[config.mk]
export PLATFORM = sky130hd
export DESIGN_NAME = gastar_ram
export DESIGN_NICKNAME = d
export VERILOG_FILES = /design/src/rtl/core/grid_astar_path_search_top_assert.svh /design/src/rtl/core/gastar_ram.sv
export SDC_FILE = /design/constraint.sdc
export NUM_CORES = 1
export LEC_CHECK = 0
export BUFFER_PORTS_ARGS = -buffer_cell sky130_fd_sc_hd__buf_2
export CAP_MARGIN = 20
export CORE_MARGIN = 2
export CORE_UTILIZATION = 51
export DETAILED_ROUTE_END_ITERATION = 10
export HOLD_SLACK_MARGIN = 0.15
export PLACE_DENSITY = 0.77
export SLEW_MARGIN = 20
export SYNTH_ARGS = -nofsm -noshare
export SYNTH_HDL_FRONTEND = slang
export SYNTH_SLANG_ARGS = --single-unit
[constraint.sdc]
create_clock -name clk -period 2.3 [get_ports clk]
set_clock_uncertainty 0.1 [all_clocks]
set_input_delay 0.345 -clock clk [delete_from_list [all_inputs] [get_ports clk]]
set_output_delay 0.345 -clock clk [all_outputs]
set_load 0.005 [all_outputs]
[src/rtl/core/grid_astar_path_search_top_assert.svh]
// Assertion macros for the grid A* search block
`ifndef GRID_ASTAR_PATH_SEARCH_TOP_ASSERT_SVH
`define GRID_ASTAR_PATH_SEARCH_TOP_ASSERT_SVH
`define GA_ASSERT_IMPL(lbl, a, c) \
  lbl: assert property (@(posedge clk) disable iff (rst) (a) |-> (c)) \
    else $error("assertion failed");
`define GA_ASSERT_NEXT(lbl, a, c) \
  lbl: assert property (@(posedge clk) disable iff (rst) (a) |=> (c)) \
    else $error("assertion failed");
`endif

[src/rtl/core/gastar_ram.sv]
// Generic single-port-write, one-read RAM with registered read
module gastar_ram #(
  parameter int WIDTH = 8,
  parameter int DEPTH = 16
) (
  input  logic                     clk,
  input  logic                     we,
  input  logic [$clog2(DEPTH)-1:0] waddr,
  input  logic [WIDTH-1:0]         wdata,
  input  logic [$clog2(DEPTH)-1:0] raddr,
  output logic [WIDTH-1:0]         rdata
);
  logic [WIDTH-1:0] mem [DEPTH];
  always_ff @(posedge clk) begin
    if (we) mem[waddr] <= wdata;
    rdata <= mem[raddr];
  end
endmodule

# Word level (Yosys, flattened, before mapping)
# Memory sizes are Yosys's and may differ from the RTL's. A register that Yosys moved wholly into a read port is not among the register bits.
# Cells that the tools add are included.
# classes
n_mux	2
# op_table
cell	n
2-to-1 mux 1 bit	2
# totals
reg_bits	0
mem_bits_rw	128
inputBits	18
out_inout_bits	8
elab_cells	3
memories	1
# memory_table
memory	depth	width	rd	rd_ports_with_merged_regs	write_ports	line	rtl
mem	16	8	1	1	1	gastar_ram.sv:13	logic [WIDTH-1:0] mem [DEPTH];

# Logic depth before layout (Yosys ltp)
# depth
word_depth	2
mapped_depth	5

# Worst setup path before layout
# Ideal clock, no wire load.
# synth_path
path_type	input to register
startpoint	in waddr[2]
endpoint	mem mem[0][0] (enable)
t_arrival_ps	1455
required_ps	1817
path_slack_ps	362
path_stages	2
n_path_buf	0
cell_sequence	or3b_2 -> nor3_1
# synth_lines
element	line	rtl
from (decl)	gastar_ram.sv:8	input logic [$clog2(DEPTH)-1:0] waddr,
to (decl)	gastar_ram.sv:13	
# No word-level cell before the write port.

==> metrics.txt <==
synth warn=0; relative slew slack=about half; Critical Path End Type=flop; total leakage power=2.12 nW; Post-Synth Simple-Gate Area=3.18%; Syn Nets=247; top-area cell type share of the netlist area=between 70% and 80%; core box area=9770 µm²; RR Endpoint=rdata[3]$_DFF_P_; Worst-path clk slew=roughly 0.060 ns; share of post-route cells with drive strength above 1=between 30% and 40%; H-tree levels=4; HPWL after detailed placement=approximately 6000 µm; Highest Signal Layer=met4; RSZ-0062 raised after global routing=false; crit path max-delay cell type=mux4_1; Final period util=between 60 and 70%; hold path depth=3; cell area power density=approximately 900 nW/µm²; syn avg cell area=22.5 µm²; commonest non-fill, non-tap cell in the layout=edfxtp_1; Starting Density=between 50 and 60%; Synth Area in Adders=0%; FF-to-FF Start=mem[5][3]$_DFFE_PP_; GRT Total Usage=between 10% and 20%; maximum VDD drop=just under 0.7 mV; top post-synthesis cells by area=edfxtp_1, mux4_2, mux4_1; clock root buffer=clkbuf_8; Worst EP required=between 2 and 3 ns; Seq/Total Area, Yosys=between 70% and 80%; initial antenna violation count=0; Yosys cell types=19; post-route minimum period=1.55 ns; largest net degree at the start of global routing=33; largest family of logic cells by synthesized area=multiplexers; clk sinks=between 100 and 150; Post-Synth XOR/XNOR Area=0%; Fin Setup TNS=0 ns; CP max FO=1; FMAX=between 600 and 700 MHz; number of cell rows=36; Fill cells=between 600 and 700; DRC violations left=0; # resized after CTS=0; DR WL/cell=between 20 and 25 µm; final setup violation count=0; vias in the first global route=2637; Synth Cell Area=5150 µm²; multiplexer share of the synthesized area=~15%; Tot Pwr=between 5 and 6 mW; Slew Limit Fails=0; max-cap violations=0; CP top delay family=multiplexers; clock tree buffer depth=2; min-delay src=waddr[1]; slowest stage delay, CP=about 0.55 ns; biggest area consumer among synthesized cells=edfxtp_1; M1 wire length=3940 µm; die area=10900 µm²; CP Class=reg -> reg; final wirelength=around 10000 µm; commonest cells after routing, fill and taps aside=edfxtp_1, buf_2, buf_4, mux4_2; CTS tree=yes; grt total ovfl=0; status=complete, no violations; Detail Route met2 WL=around 5100 µm; WP data arrival=about 1.8 ns; number of cells on the critical path=3; first-pass GRT wire length=between 10000 and 15000 µm; Worst-Skew Late Latency=around 0.52 ns; Yosys reg bits=around 140; Gate Count Post-Synth=roughly 230; Min-Delay Path Class=in -> reg; Worst R2R Setup Slack=approximately 0.75 ns; Hold Vio Cnt, Final=0; number of port buffers=25; Placed Area=5560 µm²; first-pass detailed-route iteration total=4; met3 WL=601 µm; antenna-violating nets left=0; cell chain of the critical path=mux4_1, a22oi_1, nand2_1; CP bufs+invs=0; Via density=roughly 5.6; final instance area=6180 µm²; R2R depth=3; Die Ht=104 µm; Synth Area in Compound Gates=under 10%; Placer Congestion=between 0.8 and 0.9; clock buffer count from CTS=17; worst hold endpoint=mem[4][5]$_DFFE_PP_; drt initial violations=between 150 and 200; Critical Path Source Type=flop; Ant. Diodes=0; nets=between 300 and 400; routed vias=2469; Syn-to-layout area delta=20.0%; Least-Margin Pin Slew=around 0.76 ns; die width=104 µm; IO Pins=26
[worst max path at each step]
stage	start	to
finish	mem[5][3]$_DFFE_PP_	rdata[3]$_DFF_P_
global placement	raddr[0]	rdata[3]$_DFF_P_
floorplan	waddr[2]	mem[0][0]$_DFFE_PP_
global route	mem[6][3]$_DFFE_PP_	rdata[3]$_DFF_P_
CTS	mem[5][3]$_DFFE_PP_	rdata[3]$_DFF_P_
detailed placement	raddr[0]	rdata[3]$_DFF_P_
[flip-flops by register name, indices dropped and copies added, names as in the netlist]
| name | cells |
|---|---|
| mem | 128 |
| rdata | 8 |
[where the power goes]
group / internal [mW] / switching (mW) / total (mW)
logic: 0.122 / 0.145 / 0.267
clock network: 1.46 / 0.963 / 2.42
registers: 2.77 / 0.0167 / 2.79
[per-stage QoR]
step	worst slack (ns)	std cells	hold slack, ns	utilization (%)
final	0.749	441	0.279	63.2
after global routing	0.699	441	0.274	63.2
after CTS	0.745	441	0.253	63.2
after detailed placement	0.355	401	0.562	56.9
after global placement	0.364	401	0.557	56.9
after floorplan	0.362	229	0.344	-
[cell usage after synthesis]
| library cell | n |
|---|---|
| edfxtp_1 | 128 |
| mux4_2 | 18 |
| a22oi_1 | 16 |
| mux4_1 | 14 |
| nor2_1 | 13 |
| nand2_1 | 9 |
| dfxtp_1 | 8 |
| nor3_1 | 4 |
| buf_2 | 3 |
| buf_6 | 3 |
| clkdlybuf4s25_2 | 3 |
| nand2b_1 | 2 |
| nand3b_1 | 2 |
| and2_1 | 1 |
| and2b_1 | 1 |
| buf_4 | 1 |
| nand3_1 | 1 |
| nor2b_1 | 1 |
| or3b_2 | 1 |
[final cells by class]
| type | count | area [µm²] | share of cell area (%) |
|---|---|---|---|
| Timing Repair Buffer | 57 | 410 | 6.65 |
| Tap cell | 133 | 166 | 2.69 |
| Clock buffer | 21 | 439 | 7.11 |
| Sequential cell | 136 | 4000 | 64.8 |
| Multi-Input combinational cell | 83 | 1060 | 17.1 |
| Clock inverter | 11 | 98.8 | 1.60 |
[worst register-to-register path, cell delays in order (launching register included)]
cell and delay (ns):
edfxtp_1 0.36, mux4_1 0.55, a22oi_1 0.30, nand2_1 0.12
[per-layer routing]
metal	track usage, %	vias up
li1	-	1110
met1	24.8	1262
met2	32.1	88
met3	5.20	9
met4	7.53	0
met5	0	-
[cell families after synthesis]
logic type,after synthesis
buffers and inverters,10
AOI/OAI and AO/OA,16
and+or+nand+nor,35
DFF,136
muxes,32
[repair_timing]
action	CTS	global route
endpoints found under the hold margin	128	0
hold buffers	8	0
buffers inserted	0	0
(Power assumes the default switching activity.)
